[src/rtl/core/frc_pkg.sv]
`timescale 1ns / 1ps
// Shared types and constants for the FIFO-replacement key-value cache.
// No dependencies; used by frc_sweep and fifo_replacement_cache.
package frc_pkg;

    localparam int KEY_W = 32;
    localparam int VAL_W = 32;
    localparam int OCC_W = 5;
    localparam int CFG_W = 5;
    localparam logic [CFG_W-1:0] MAX_ENTRIES_RST = 5'd16;

    typedef enum logic [1:0] {
        KIND_ADD    = 2'd0,
        KIND_REMOVE = 2'd1,
        KIND_LOOKUP = 2'd2,
        KIND_CLEAR  = 2'd3
    } kind_t;

    // status of the sweep read pipeline, registered in the cycle after the address is issued
    typedef struct packed {
        logic vld;   // read data for p_idx is on the RAM outputs
        logic last;  // that entry is the final one of the sweep
    } sweep_stat_t;

endpackage

[src/rtl/core/frc_ram.sv]
`timescale 1ns / 1ps
// Generic simple dual-port RAM: one write port, one read port, registered read.
// No dependencies.
module frc_ram #(
    parameter int WIDTH = 32,
    parameter int DEPTH = 16
) (
    input  logic                                   aclk,
    input  logic                                   wr_en,
    input  logic [(DEPTH > 1 ? $clog2(DEPTH) : 1)-1:0] wr_addr,
    input  logic [WIDTH-1:0]                       wr_data,
    input  logic [(DEPTH > 1 ? $clog2(DEPTH) : 1)-1:0] rd_addr,
    output logic [WIDTH-1:0]                       rd_data
);

    logic [WIDTH-1:0] mem [DEPTH];
    logic [WIDTH-1:0] rd_data_reg;

    always_ff @(posedge aclk) begin
        if (wr_en) begin
            mem[wr_addr] <= wr_data;
        end
        rd_data_reg <= mem[rd_addr];
    end

    assign rd_data = rd_data_reg;

endmodule

[src/rtl/core/frc_sweep.sv]
`timescale 1ns / 1ps
// Address sequencer that walks every entry once, with a tag stage that
// tracks which entry the registered RAM read data belongs to. Uses frc_pkg.
module frc_sweep #(
    parameter int CAPACITY = 16
) (
    input  logic                                         aclk,
    input  logic                                         aresetn,
    input  logic                                         start,
    output logic [(CAPACITY > 1 ? $clog2(CAPACITY) : 1)-1:0] rd_addr,
    output logic [(CAPACITY > 1 ? $clog2(CAPACITY) : 1)-1:0] p_idx,
    output frc_pkg::sweep_stat_t                         stat
);

    localparam int IDX_W = (CAPACITY > 1) ? $clog2(CAPACITY) : 1;
    localparam logic [IDX_W-1:0] LAST_IDX = IDX_W'(CAPACITY - 1);

    logic [IDX_W-1:0] addr_reg, addr_next;
    logic             on_reg, on_next;
    logic             pvld_reg, pvld_next;
    logic [IDX_W-1:0] pidx_reg, pidx_next;

    always_comb begin
        addr_next = addr_reg;
        on_next   = on_reg;
        pvld_next = on_reg;
        pidx_next = addr_reg;
        if (on_reg) begin
            if (addr_reg == LAST_IDX) begin
                on_next = 1'b0;
            end else begin
                addr_next = addr_reg + IDX_W'(1);
            end
        end
        if (start) begin
            on_next   = 1'b1;
            addr_next = '0;
        end
    end

    always_ff @(posedge aclk) begin
        if (!aresetn) begin
            on_reg   <= 1'b0;
            pvld_reg <= 1'b0;
            addr_reg <= '0;
        end else begin
            on_reg   <= on_next;
            pvld_reg <= pvld_next;
            addr_reg <= addr_next;
        end
        pidx_reg <= pidx_next;
    end

    assign rd_addr   = addr_reg;
    assign p_idx     = pidx_reg;
    assign stat.vld  = pvld_reg;
    assign stat.last = pvld_reg && (pidx_reg == LAST_IDX);

endmodule

[src/rtl/core/fifo_replacement_cache.sv]
`timescale 1ns / 1ps
// Key-value cache with first-in-first-out replacement; top level.
// Uses frc_pkg, frc_sweep and frc_ram.
//
// One operation is in flight at a time. Key and age rank share one
// registered-read RAM, payloads sit in a second one; per-entry valid bits and
// the occupancy are flops. Every add, remove or lookup walks all CAPACITY
// entries through the key/rank RAM read port, one per cycle. A remove hit or
// an evicting add then walks the key/rank RAM a second time to close the gap
// in the age order (read-modify-write, one entry per cycle). Clear goes
// straight to the response without a walk. A stalled result adds its stall
// only when the next result is ready to go out. A new beat is taken while the
// previous result still waits on the output register. max_entries must be
// written only while idle; the block itself does not enforce it. 0 acts as 1
// and values above CAPACITY act as CAPACITY.
module fifo_replacement_cache #(
    parameter int CAPACITY = 16
) (
    input  logic                              aclk,
    input  logic                              aresetn,
    input  logic                              s_valid,
    output logic                              s_ready,
    input  logic [1:0]                        s_kind,
    input  logic signed [frc_pkg::KEY_W-1:0]  s_key,
    input  logic [frc_pkg::VAL_W-1:0]         s_value,
    output logic                              m_valid,
    input  logic                              m_ready,
    output logic                              m_ok,
    output logic [frc_pkg::VAL_W-1:0]         m_found_value,
    output logic                              m_evicted,
    output logic signed [frc_pkg::KEY_W-1:0]  m_evicted_key,
    output logic [frc_pkg::OCC_W-1:0]         m_occupancy,
    input  logic                              cfg_wr_en,
    input  logic [frc_pkg::CFG_W-1:0]         cfg_wr_data
);

    localparam int IDX_W  = (CAPACITY > 1) ? $clog2(CAPACITY) : 1;
    localparam int RANK_W = IDX_W;
    localparam int CNT_W  = $clog2(CAPACITY + 1);
    localparam int CMP_W  = (CNT_W > frc_pkg::CFG_W) ? CNT_W : frc_pkg::CFG_W;
    localparam int KEY_W  = frc_pkg::KEY_W;
    localparam int VAL_W  = frc_pkg::VAL_W;
    localparam int ENT_W  = KEY_W + RANK_W;

    typedef enum logic [6:0] {
        ST_IDLE   = 7'b0000001,
        ST_SCAN   = 7'b0000010,
        ST_PICK   = 7'b0000100,
        ST_FETCH  = 7'b0001000,
        ST_DROP   = 7'b0010000,
        ST_INSERT = 7'b0100000,
        ST_RESP   = 7'b1000000
    } state_t;

    state_t                      state_reg, state_next;
    frc_pkg::kind_t              kind_reg, kind_next;
    logic [KEY_W-1:0]            key_reg, key_next;
    logic [VAL_W-1:0]            value_reg, value_next;
    logic [frc_pkg::CFG_W-1:0]   max_entries_reg;
    logic [CAPACITY-1:0]         valid_reg, valid_next;
    logic [CNT_W-1:0]            count_reg, count_next;

    logic                        hit_reg, hit_next;
    logic [IDX_W-1:0]            hit_idx_reg, hit_idx_next;
    logic [RANK_W-1:0]           hit_rank_reg, hit_rank_next;
    logic                        old_found_reg, old_found_next;
    logic [IDX_W-1:0]            old_idx_reg, old_idx_next;
    logic [KEY_W-1:0]            old_key_reg, old_key_next;
    logic                        free_found_reg, free_found_next;
    logic [IDX_W-1:0]            free_idx_reg, free_idx_next;
    logic [RANK_W-1:0]           drop_rank_reg, drop_rank_next;

    logic                        ok_reg, ok_next;
    logic [VAL_W-1:0]            found_reg, found_next;
    logic                        ev_reg, ev_next;
    logic [KEY_W-1:0]            ev_key_reg, ev_key_next;

    logic                        m_valid_reg, m_valid_next;
    logic                        m_ok_reg;
    logic [VAL_W-1:0]            m_found_reg;
    logic                        m_ev_reg;
    logic [KEY_W-1:0]            m_ev_key_reg;
    logic [frc_pkg::OCC_W-1:0]   m_occ_reg;
    logic                        out_load;

    // sweep and RAM wiring
    logic                        sweep_start;
    logic [IDX_W-1:0]            sweep_addr;
    logic [IDX_W-1:0]            p_idx;
    frc_pkg::sweep_stat_t        sweep_stat;
    logic [ENT_W-1:0]            ent_rd;
    logic [ENT_W-1:0]            ent_wr_data;
    logic [KEY_W-1:0]            key_rd;
    logic [VAL_W-1:0]            pay_rd;
    logic [RANK_W-1:0]           rank_rd;
    logic                        ins_we;
    logic [IDX_W-1:0]            ins_idx;
    logic                        drop_we;
    logic                        rank_we;
    logic [IDX_W-1:0]            rank_wr_addr;
    logic [RANK_W-1:0]           rank_wr_data;

    logic [CMP_W-1:0]            eff_max;
    logic                        p_valid;

    always_comb begin
        eff_max = CMP_W'(max_entries_reg);
        if (eff_max == '0) begin
            eff_max = CMP_W'(1);
        end else if (eff_max > CMP_W'(CAPACITY)) begin
            eff_max = CMP_W'(CAPACITY);
        end
    end

    assign p_valid = valid_reg[p_idx];

    // an evicting add prefers the lowest free slot, which may be the evicted one
    always_comb begin
        if (ev_reg && !(free_found_reg && (free_idx_reg < old_idx_reg))) begin
            ins_idx = old_idx_reg;
        end else begin
            ins_idx = free_idx_reg;
        end
    end

    always_comb begin
        state_next      = state_reg;
        kind_next       = kind_reg;
        key_next        = key_reg;
        value_next      = value_reg;
        valid_next      = valid_reg;
        count_next      = count_reg;
        hit_next        = hit_reg;
        hit_idx_next    = hit_idx_reg;
        hit_rank_next   = hit_rank_reg;
        old_found_next  = old_found_reg;
        old_idx_next    = old_idx_reg;
        old_key_next    = old_key_reg;
        free_found_next = free_found_reg;
        free_idx_next   = free_idx_reg;
        drop_rank_next  = drop_rank_reg;
        ok_next         = ok_reg;
        found_next      = found_reg;
        ev_next         = ev_reg;
        ev_key_next     = ev_key_reg;
        sweep_start     = 1'b0;
        ins_we          = 1'b0;
        drop_we         = 1'b0;
        out_load        = 1'b0;
        s_ready         = 1'b0;

        unique case (state_reg)
            ST_IDLE: begin
                s_ready = 1'b1;
                if (s_valid) begin
                    kind_next       = frc_pkg::kind_t'(s_kind);
                    key_next        = s_key;
                    value_next      = s_value;
                    hit_next        = 1'b0;
                    old_found_next  = 1'b0;
                    free_found_next = 1'b0;
                    ok_next         = 1'b0;
                    found_next      = '0;
                    ev_next         = 1'b0;
                    ev_key_next     = '0;
                    if (frc_pkg::kind_t'(s_kind) == frc_pkg::KIND_CLEAR) begin
                        valid_next = '0;
                        count_next = '0;
                        ok_next    = 1'b1;
                        state_next = ST_RESP;
                    end else begin
                        sweep_start = 1'b1;
                        state_next  = ST_SCAN;
                    end
                end
            end
            ST_SCAN: begin
                if (sweep_stat.vld) begin
                    if (p_valid && (key_rd == key_reg) && !hit_reg) begin
                        hit_next      = 1'b1;
                        hit_idx_next  = p_idx;
                        hit_rank_next = rank_rd;
                    end
                    if (p_valid && (rank_rd == '0)) begin
                        old_found_next = 1'b1;
                        old_idx_next   = p_idx;
                        old_key_next   = key_rd;
                    end
                    if (!p_valid && !free_found_reg) begin
                        free_found_next = 1'b1;
                        free_idx_next   = p_idx;
                    end
                    if (sweep_stat.last) begin
                        state_next = ST_PICK;
                    end
                end
            end
            ST_PICK: begin
                unique case (kind_reg)
                    frc_pkg::KIND_ADD: begin
                        if (hit_reg) begin
                            state_next = ST_RESP;
                        end else if ((CMP_W'(count_reg) >= eff_max) && old_found_reg) begin
                            valid_next[old_idx_reg] = 1'b0;
                            count_next     = count_reg - CNT_W'(1);
                            drop_rank_next = '0;
                            ev_next        = 1'b1;
                            ev_key_next    = old_key_reg;
                            sweep_start    = 1'b1;
                            state_next     = ST_DROP;
                        end else begin
                            state_next = ST_INSERT;
                        end
                    end
                    frc_pkg::KIND_REMOVE: begin
                        if (hit_reg) begin
                            valid_next[hit_idx_reg] = 1'b0;
                            count_next     = count_reg - CNT_W'(1);
                            drop_rank_next = hit_rank_reg;
                            ok_next        = 1'b1;
                            sweep_start    = 1'b1;
                            state_next     = ST_DROP;
                        end else begin
                            state_next = ST_RESP;
                        end
                    end
                    frc_pkg::KIND_LOOKUP: begin
                        if (hit_reg) begin
                            ok_next    = 1'b1;
                            state_next = ST_FETCH;
                        end else begin
                            state_next = ST_RESP;
                        end
                    end
                    frc_pkg::KIND_CLEAR: begin
                        state_next = ST_RESP;
                    end
                endcase
            end
            ST_FETCH: begin
                // payload RAM has been addressed at hit_idx since the scan ended
                found_next = pay_rd;
                state_next = ST_RESP;
            end
            ST_DROP: begin
                if (sweep_stat.vld) begin
                    if (p_valid && (rank_rd > drop_rank_reg)) begin
                        drop_we = 1'b1;
                    end
                    if (sweep_stat.last) begin
                        state_next = (kind_reg == frc_pkg::KIND_ADD) ? ST_INSERT : ST_RESP;
                    end
                end
            end
            ST_INSERT: begin
                if (ev_reg || free_found_reg) begin
                    ins_we              = 1'b1;
                    valid_next[ins_idx] = 1'b1;
                    count_next          = count_reg + CNT_W'(1);
                    ok_next             = 1'b1;
                end
                state_next = ST_RESP;
            end
            ST_RESP: begin
                if (!m_valid_reg || m_ready) begin
                    out_load   = 1'b1;
                    state_next = ST_IDLE;
                end
            end
            default: begin
                state_next = ST_IDLE;
            end
        endcase
    end

    assign rank_we      = ins_we || drop_we;
    assign rank_wr_addr = ins_we ? ins_idx : p_idx;
    assign rank_wr_data = ins_we ? RANK_W'(count_reg) : (rank_rd - RANK_W'(1));
    // a rank update writes the key it just read back unchanged
    assign ent_wr_data  = {(ins_we ? key_reg : key_rd), rank_wr_data};

    assign key_rd  = ent_rd[ENT_W-1:RANK_W];
    assign rank_rd = ent_rd[RANK_W-1:0];

    assign m_valid_next = out_load ? 1'b1 : (m_valid_reg && !m_ready);

    always_ff @(posedge aclk) begin
        if (!aresetn) begin
            state_reg       <= ST_IDLE;
            valid_reg       <= '0;
            count_reg       <= '0;
            max_entries_reg <= frc_pkg::MAX_ENTRIES_RST;
            m_valid_reg     <= 1'b0;
        end else begin
            state_reg   <= state_next;
            valid_reg   <= valid_next;
            count_reg   <= count_next;
            m_valid_reg <= m_valid_next;
            if (cfg_wr_en) begin
                max_entries_reg <= cfg_wr_data;
            end
        end
    end

    always_ff @(posedge aclk) begin
        kind_reg       <= kind_next;
        key_reg        <= key_next;
        value_reg      <= value_next;
        hit_reg        <= hit_next;
        hit_idx_reg    <= hit_idx_next;
        hit_rank_reg   <= hit_rank_next;
        old_found_reg  <= old_found_next;
        old_idx_reg    <= old_idx_next;
        old_key_reg    <= old_key_next;
        free_found_reg <= free_found_next;
        free_idx_reg   <= free_idx_next;
        drop_rank_reg  <= drop_rank_next;
        ok_reg         <= ok_next;
        found_reg      <= found_next;
        ev_reg         <= ev_next;
        ev_key_reg     <= ev_key_next;
        if (out_load) begin
            m_ok_reg     <= ok_reg;
            m_found_reg  <= found_reg;
            m_ev_reg     <= ev_reg;
            m_ev_key_reg <= ev_key_reg;
            m_occ_reg    <= frc_pkg::OCC_W'(count_reg);
        end
    end

    frc_sweep #(
        .CAPACITY (CAPACITY)
    ) u_sweep (
        .aclk    (aclk),
        .aresetn (aresetn),
        .start   (sweep_start),
        .rd_addr (sweep_addr),
        .p_idx   (p_idx),
        .stat    (sweep_stat)
    );

    // key and age rank per entry
    frc_ram #(
        .WIDTH (ENT_W),
        .DEPTH (CAPACITY)
    ) u_ent_ram (
        .aclk    (aclk),
        .wr_en   (rank_we),
        .wr_addr (rank_wr_addr),
        .wr_data (ent_wr_data),
        .rd_addr (sweep_addr),
        .rd_data (ent_rd)
    );

    frc_ram #(
        .WIDTH (VAL_W),
        .DEPTH (CAPACITY)
    ) u_pay_ram (
        .aclk    (aclk),
        .wr_en   (ins_we),
        .wr_addr (ins_idx),
        .wr_data (value_reg),
        .rd_addr (hit_idx_reg),
        .rd_data (pay_rd)
    );

    assign m_valid       = m_valid_reg;
    assign m_ok          = m_ok_reg;
    assign m_found_value = m_found_reg;
    assign m_evicted     = m_ev_reg;
    assign m_evicted_key = m_ev_key_reg;
    assign m_occupancy   = m_occ_reg;

endmodule

[config.mk]
export PLATFORM = sky130hd
export DESIGN_NAME = fifo_replacement_cache
export DESIGN_NICKNAME = d
export VERILOG_FILES = /design/src/rtl/core/frc_pkg.sv /design/src/rtl/core/frc_ram.sv /design/src/rtl/core/frc_sweep.sv /design/src/rtl/core/fifo_replacement_cache.sv
export SDC_FILE = /design/constraint.sdc
export NUM_CORES = 1
export LEC_CHECK = 0
export ABC_AREA = 1
export ABC_CLOCK_PERIOD_IN_PS = 12900
export BUFFER_PORTS_ARGS = -buffer_cell sky130_fd_sc_hd__buf_4
export CAP_MARGIN = 10
export CORE_ASPECT_RATIO = 1.4
export CORE_UTILIZATION = 42
export CTS_CLUSTER_DIAMETER = 50
export DETAILED_ROUTE_END_ITERATION = 8
export PLACE_DENSITY_LB_ADDON = 0.2
export SYNTH_ARGS = -nofsm -noshare
export SYNTH_HDL_FRONTEND = slang
export SYNTH_SLANG_ARGS = --single-unit
[constraint.sdc]
create_clock -name aclk -period 12.9 [get_ports aclk]
set_clock_uncertainty 0.05 [all_clocks]
set_input_delay 2.58 -clock aclk [delete_from_list [all_inputs] [get_ports aclk]]
set_output_delay 2.58 -clock aclk [all_outputs]
set_load 0.02 [all_outputs]
======== Word level (Yosys, flattened, before mapping) ========
Memories as Yosys holds them, arrays and structs flattened. A register that Yosys moved wholly into a read port is not among the register bits.
Cells that the tools add are included.
operators by class
  muxes and demuxes ....................... 97
  equal/unequal tests ..................... 37
  $add $sub $neg .......................... 4
  reductions and logical operators ........ 47
  bitwise gates (word level) .............. 7
  order comparisons ....................... 11
operator list
  cell                                                         count
  2-to-1 mux 32 bit                                            5
  case mux 32 bit (2 select lines)                             2
  2-to-1 mux 16 bit                                            6
  2-to-1 mux 7 bit                                             11
  case mux 16 bit (3 select lines)                             1
  case mux 7 bit (6 select lines)                              1
  2-to-1 mux 1 bit                                             40
  2-to-1 mux 5 bit                                             8
  inequality test 2 bit (second input constant)                17
  AND 16 bit                                                   2
  == test 32 bit                                               1
  NOT 16 bit                                                   2
  case mux 16 bit (2 select lines)                             1
  case mux 7 bit (4 select lines)                              1
  2-to-1 mux 4 bit                                             6
  less-than comparator 4 x 5 -> 1 bit (second input constant)  4
  OR 16 bit                                                    1
  case mux 5 bit (3 select lines)                              1
  AND reduction 5 bit                                          3
  logical AND 1 bit                                            13
  demux 1 bit (select 4 bit)                                   3
  >= comparator 4 x 1 -> 1 bit (second input constant)         3
  case mux 1 bit (2 select lines)                              6
  AND reduction 4 bit                                          3
  39 further kinds                                             62
storage, ports and cells
  output and inout bits ................... 73
  bits of input ports ..................... 76
  register bits after elaboration ......... 302
  RAM bits ................................ 1088
  memories ................................ 2
  word-level logic and storage cells ...... 235
memory list
  memory         depth  width  read ports  clocked after memory_dff  wr ports  RTL line       text
  u_ent_ram.mem  16     36     1           1                         1         frc_ram.sv:16  logic [WIDTH-1:0] mem [DEPTH];
  u_pay_ram.mem  16     32     1           1                         1         frc_ram.sv:16

======== Longest topological paths before layout ========
  depth in word-level cells ............... 12
  mapped depth ............................ 16

======== By module ========
Synthesis repeated with hierarchy kept, for this count alone.
unflattened totals
  cell total of the unflattened synthesis .. 5684
  area, all modules ....................... 60957.2 µm²
modules (own cells, without submodules)
  module                  instances  cells an instance  area each (µm²)
  frc_ram at u_ent_ram    1          2379               25394.4
  frc_ram at u_pay_ram    1          2120               22730.6
  fifo_replacement_cache  1          1139               12455.7
  frc_sweep               1          46                 376.6

======== Worst setup path after synthesis ========
Ideal clock, no wire load.
  kind .................................... input port to flip-flop
  from .................................... input port s_valid
  to ...................................... register u_sweep.addr_reg[0] (netlist: u_sweep.rd_addr[0])
  arrival ................................. 6.072 ns
  slack ................................... 6.653 ns
  path buffers ............................ 0
  cell stages on the path ................. 5
  setup time .............................. 0.125 ns
  cells stage by stage .................... inv_1 -> nor2_1 -> nand2_1 -> nand3_1 -> a21oi_1
between the ends
  cells in the longest elaborated chain, start to end .. 3
ends and longest elaborated chain
  what                                 RTL line                       text
  from (decl)                          fifo_replacement_cache.sv:21   input logic s_valid,
  2-to-1 mux 1 bit                     fifo_replacement_cache.sv:155  if (s_valid) begin
  case mux 1 bit (2 select lines)      fifo_replacement_cache.sv:152  unique case (state_reg)
  OR reduction 2 bit (no source line)  n/a
  to (signal assigned)                 frc_sweep.sv:49                addr_reg <= addr_next;
  to (decl)                            frc_sweep.sv:18                logic [IDX_W-1:0] addr_reg, addr_next;
No other way between the ends.
A chain may end at the register's enable or synchronous reset.

======== Worst setup path in the final report ========
  from .................................... register state_reg[1]
  to ...................................... memory u_ent_ram.mem[3][31] (netlist bit), enable pin
between the ends
  cells in the longest elaborated chain, start to end .. 5
  elaborated cells on any way between the ends .. 8
  those cells by class .................... 2 x eq/ne; 5 x mux; 1 x reduce/logical
ends and longest elaborated chain
  what                                                                     RTL line                       text
  from (decl)                                                              fifo_replacement_cache.sv:55   state_t state_reg, state_next;
  from (signal assigned)                                                   fifo_replacement_cache.sv:295  state_reg <= state_next;
  == test 7 x 6 -> 1 bit / == test 7 x 5 -> 1 bit (equally long branches)  fifo_replacement_cache.sv:152
  2-to-1 mux 1 bit                                                         fifo_replacement_cache.sv:152
  logical OR 1 bit                                                         fifo_replacement_cache.sv:276  assign rank_we = ins_we || drop_we;
  2-to-1 mux 1 bit                                                         frc_ram.sv:20                  if (wr_en) begin
  2-to-1 mux 1 bit (implied by the code)                                   frc_ram.sv:21                  mem[wr_addr] <= wr_data;
  to (decl)                                                                frc_ram.sv:16
Several ways; a longest one is shown, not always the timed one.

==> impl_metrics.env <==
export IMPL_synth_cells=4049
export IMPL_grt_max_degree=221
export IMPL_root_buffer="clkbuf_16"
export IMPL_hold_path_class="reg2reg"
export IMPL_num_rows=157
export IMPL_ys_ff_latch=1458
export IMPL_cts_tree="done"
export IMPL_grt_pass1_vias=32300
export IMPL_final_net_count=4306
export IMPL_vias=32900
export IMPL_multi_input_area_sq_mm=0.0115
export IMPL_status="completed"
export IMPL_async_reset_ff_share_pct=0
export IMPL_min_period_over_period_pct=39.6
export IMPL_worstReg2RegStart="state_reg[1]"
export IMPL_ys_seq_area_share_pct=77.0
export IMPL_synth_edff_count=1346
export IMPL_max_slew_margin_pct=18.0
export IMPL_critPathKind="reg2reg"
export IMPL_io_buffers=148
export IMPL_hpwlAfterDp_um=76600
export IMPL_ff2ff_path_depth=12
export IMPL_setup_viol=0
export IMPL_ys_warn_count=0
export IMPL_period_minus_slack_ps=5110
export IMPL_reg2reg_slack_ps=7790
export IMPL_clockBufferDepth=3
export IMPL_synth_area_sq_mm=0.0554
export IMPL_syn_nets=4147
export IMPL_clock_sinks=1458
export IMPL_cp_data_required_time_ps=13280
export IMPL_crit_path_start="state_reg[1]"
export IMPL_clk_pin_slew_ps=60
export IMPL_dieArea_sq_mm=0.133
export IMPL_clk_latency_ps=790
export IMPL_via_per_inst=5.41
export IMPL_ios=149
export IMPL_end_kind="flop"
export IMPL_routedWlPerCell_um=23.3
export IMPL_hold_depth=0
export IMPL_postCtsSetupRepairBufs=0
export IMPL_cts_resized=0
export IMPL_hold_buffers=0
export IMPL_cts_buffers=144
export IMPL_avgSynthCellArea_sq_um=13.7
export IMPL_power_density_mw_per_mm2=157
export IMPL_r2r_end="u_ent_ram.mem[3][31]"
export IMPL_worstPathMaxFanout=29
export IMPL_cts_htree_levels=4
export IMPL_area_growth_syn_to_layout_pct=14.5
export IMPL_hold_violations=0
export IMPL_drcViolationCount=0
export IMPL_holdCritStartpoint="u_sweep.rd_addr[3]"
export IMPL_worstHoldEndpoint="u_sweep.p_idx[3]"
export IMPL_detail_route_antenna_nets=0
export IMPL_gp_congestion=0.845
export IMPL_first_iter_violations=2704
export IMPL_maxCapViolCount=0
export IMPL_tns_ps=0
export IMPL_start_util_pct=42.3
export IMPL_coreArea_sq_mm=0.131
export IMPL_regArea_sq_mm=0.0427
export IMPL_drive_gt1_share_pct=11.9
export IMPL_antenna_found_initial=4
export IMPL_totalWireLength_um=142000
export IMPL_worstSetupStartpointType="flop"
export IMPL_n_fill_cell=11400
export IMPL_slew_violations=0
export IMPL_rsz0062_at_grt="false"
export IMPL_max_vdd_ir_drop_mv=0.122
export IMPL_die_h_um=432
export IMPL_fp_dieW_um=309
export IMPL_num_antenna_cells=0
export IMPL_worst_ep_arrival_time_ps=5490
export IMPL_grt_pass1_wl_um=208000
export IMPL_first_pass_iters=5
export IMPL_grtUsageTotal_pct=21.3
export IMPL_max_clock_freq_mhz=196
export IMPL_synth_top_flop_cell="edfxtp_1"
export IMPL_power_leakage_nw=21.5
export IMPL_ys_types=43
export IMPL_worst_slew_pin_slew_ps=1230
export IMPL_fin_hold_ws_ps=333
export IMPL_grt_ovfl_total=0
export IMPL_largest_reg_flops=576
[metrics by stage]
step | instances | setup WS, ps | util, % | total power, mW | instance area (sq um)
floorplan | 4049 | 6650 | - | 5.77 | 55400
global placement | 5811 | 7850 | 45.0 | 5.98 | 58900
detailed placement | 5811 | 7740 | 45.0 | 5.99 | 58900
CTS | 6080 | 7720 | 48.5 | 10.1 | 63400
global route | 6080 | 7390 | 48.5 | 10.3 | 63400
finish | 6080 | 7790 | 48.5 | 9.97 | 63400
[layer usage]
metal	global-route usage, %	up-vias	share of wire (%)
met1	26.1	16500	40
met3	3.04	239	4.9
met5	0	-	0.0092
met2	38.3	980	52
met4	6.92	2	2.7
li1	-	15200	-
[cell type report]
cell class | count | area share (%)
timing repair buffer | 233 | 2.82
sequential | 1458 | 67.3
tap | 1749 | 3.45
multi-input combinational | 2193 | 18.2
clock buffer | 202 | 6.28
inverter | 178 | 1.07
clock inverter | 67 | 0.943
[cell usage in the layout (no fill, tap or decap), types with 5 or more instances in the layout]
cell	instances
buf_4	230
clkbuf_16	147
o22ai_1	5
mux2i_1	63
xnor2_1	14
clkbuf_1	45
xor2_1	5
a22oi_1	129
o32ai_1	81
o221ai_1	63
clkinvlp_4	6
clkbuf_8	10
o211ai_1	14
nand2_1	598
a221oi_1	8
bufinv_16	6
nand4_1	36
o21ai_1	9
clkinv_1	12
clkinv_2	26
nor3_1	10
edfxtp_1	1346
dfxtp_1	109
a21oi_1	49
inv_6	11
inv_1	166
ha_1	21
nand3_1	367
nor2_1	458
o21ai_0	195
inv_2	8
nor2_4	40
[kinds of logic (layout without fill, tap and decap cells)]
family	after synthesis	in the layout	synth area share (%)
AOI/OAI and AO/OA	561	561	6.79
DFF	1458	1458	77.0
and+or+nand+nor	1528	1528	11.5
xor gates and xnor gates	19	19	0.300
buffers and inverters	398	680	2.78
muxes	63	63	1.14
adders and majority gates	22	22	0.510
[cells in the mapped netlist, types with 13 or more instances]
library cell	number	area [sq um]
xnor2_1	14	123
a21oi_1	49	245
buf_2	21	105
ha_1	21	263
nand2_1	598	2240
o221ai_1	63	552
o211ai_1	14	105
a22oi_1	129	968
inv_1	169	634
edfxtp_1	1346	40400
nand3_1	368	1840
clkbuf_1	183	687
nand4_1	36	225
dfxtp_1	112	2240
mux2i_1	63	631
nor2_1	498	1870
o21ai_0	199	996
o32ai_1	81	709
buf_1	13	48.8
[critical path: stages, from the launching register on]
cell,delay [ps]
dfxtp_1,340
nor2_1,170
nand2_1,110
inv_1,80
nand3_1,200
inv_2,390
nand2_4,380
inv_1,1020
o21ai_0,330
inv_1,170
nand3_1,330
nor2_4,670
buf_4,480
[report_power, final]
group	switching (mW)	leakage [nW]	internal, mW
combinational	0.324	6.06	0.140
sequential	0.111	13.2	5.31
clock	1.78	2.24	2.30
total	2.22	21.5	7.75
[worst max path at each step]
stage                     slack, ps  cells past startpoint                   end
after floorplan                6650                      5    u_sweep.rd_addr[0]
after global placement         7850                     12  u_ent_ram.mem[3][25]
after detailed placement       7740                     12  u_ent_ram.mem[3][25]
after CTS                      7720                     12   u_ent_ram.mem[3][2]
after global routing           7390                     12  u_ent_ram.mem[3][31]
final                          7790                     12  u_ent_ram.mem[3][31]
No activity file was read; power rests on OpenSTA's default activity.
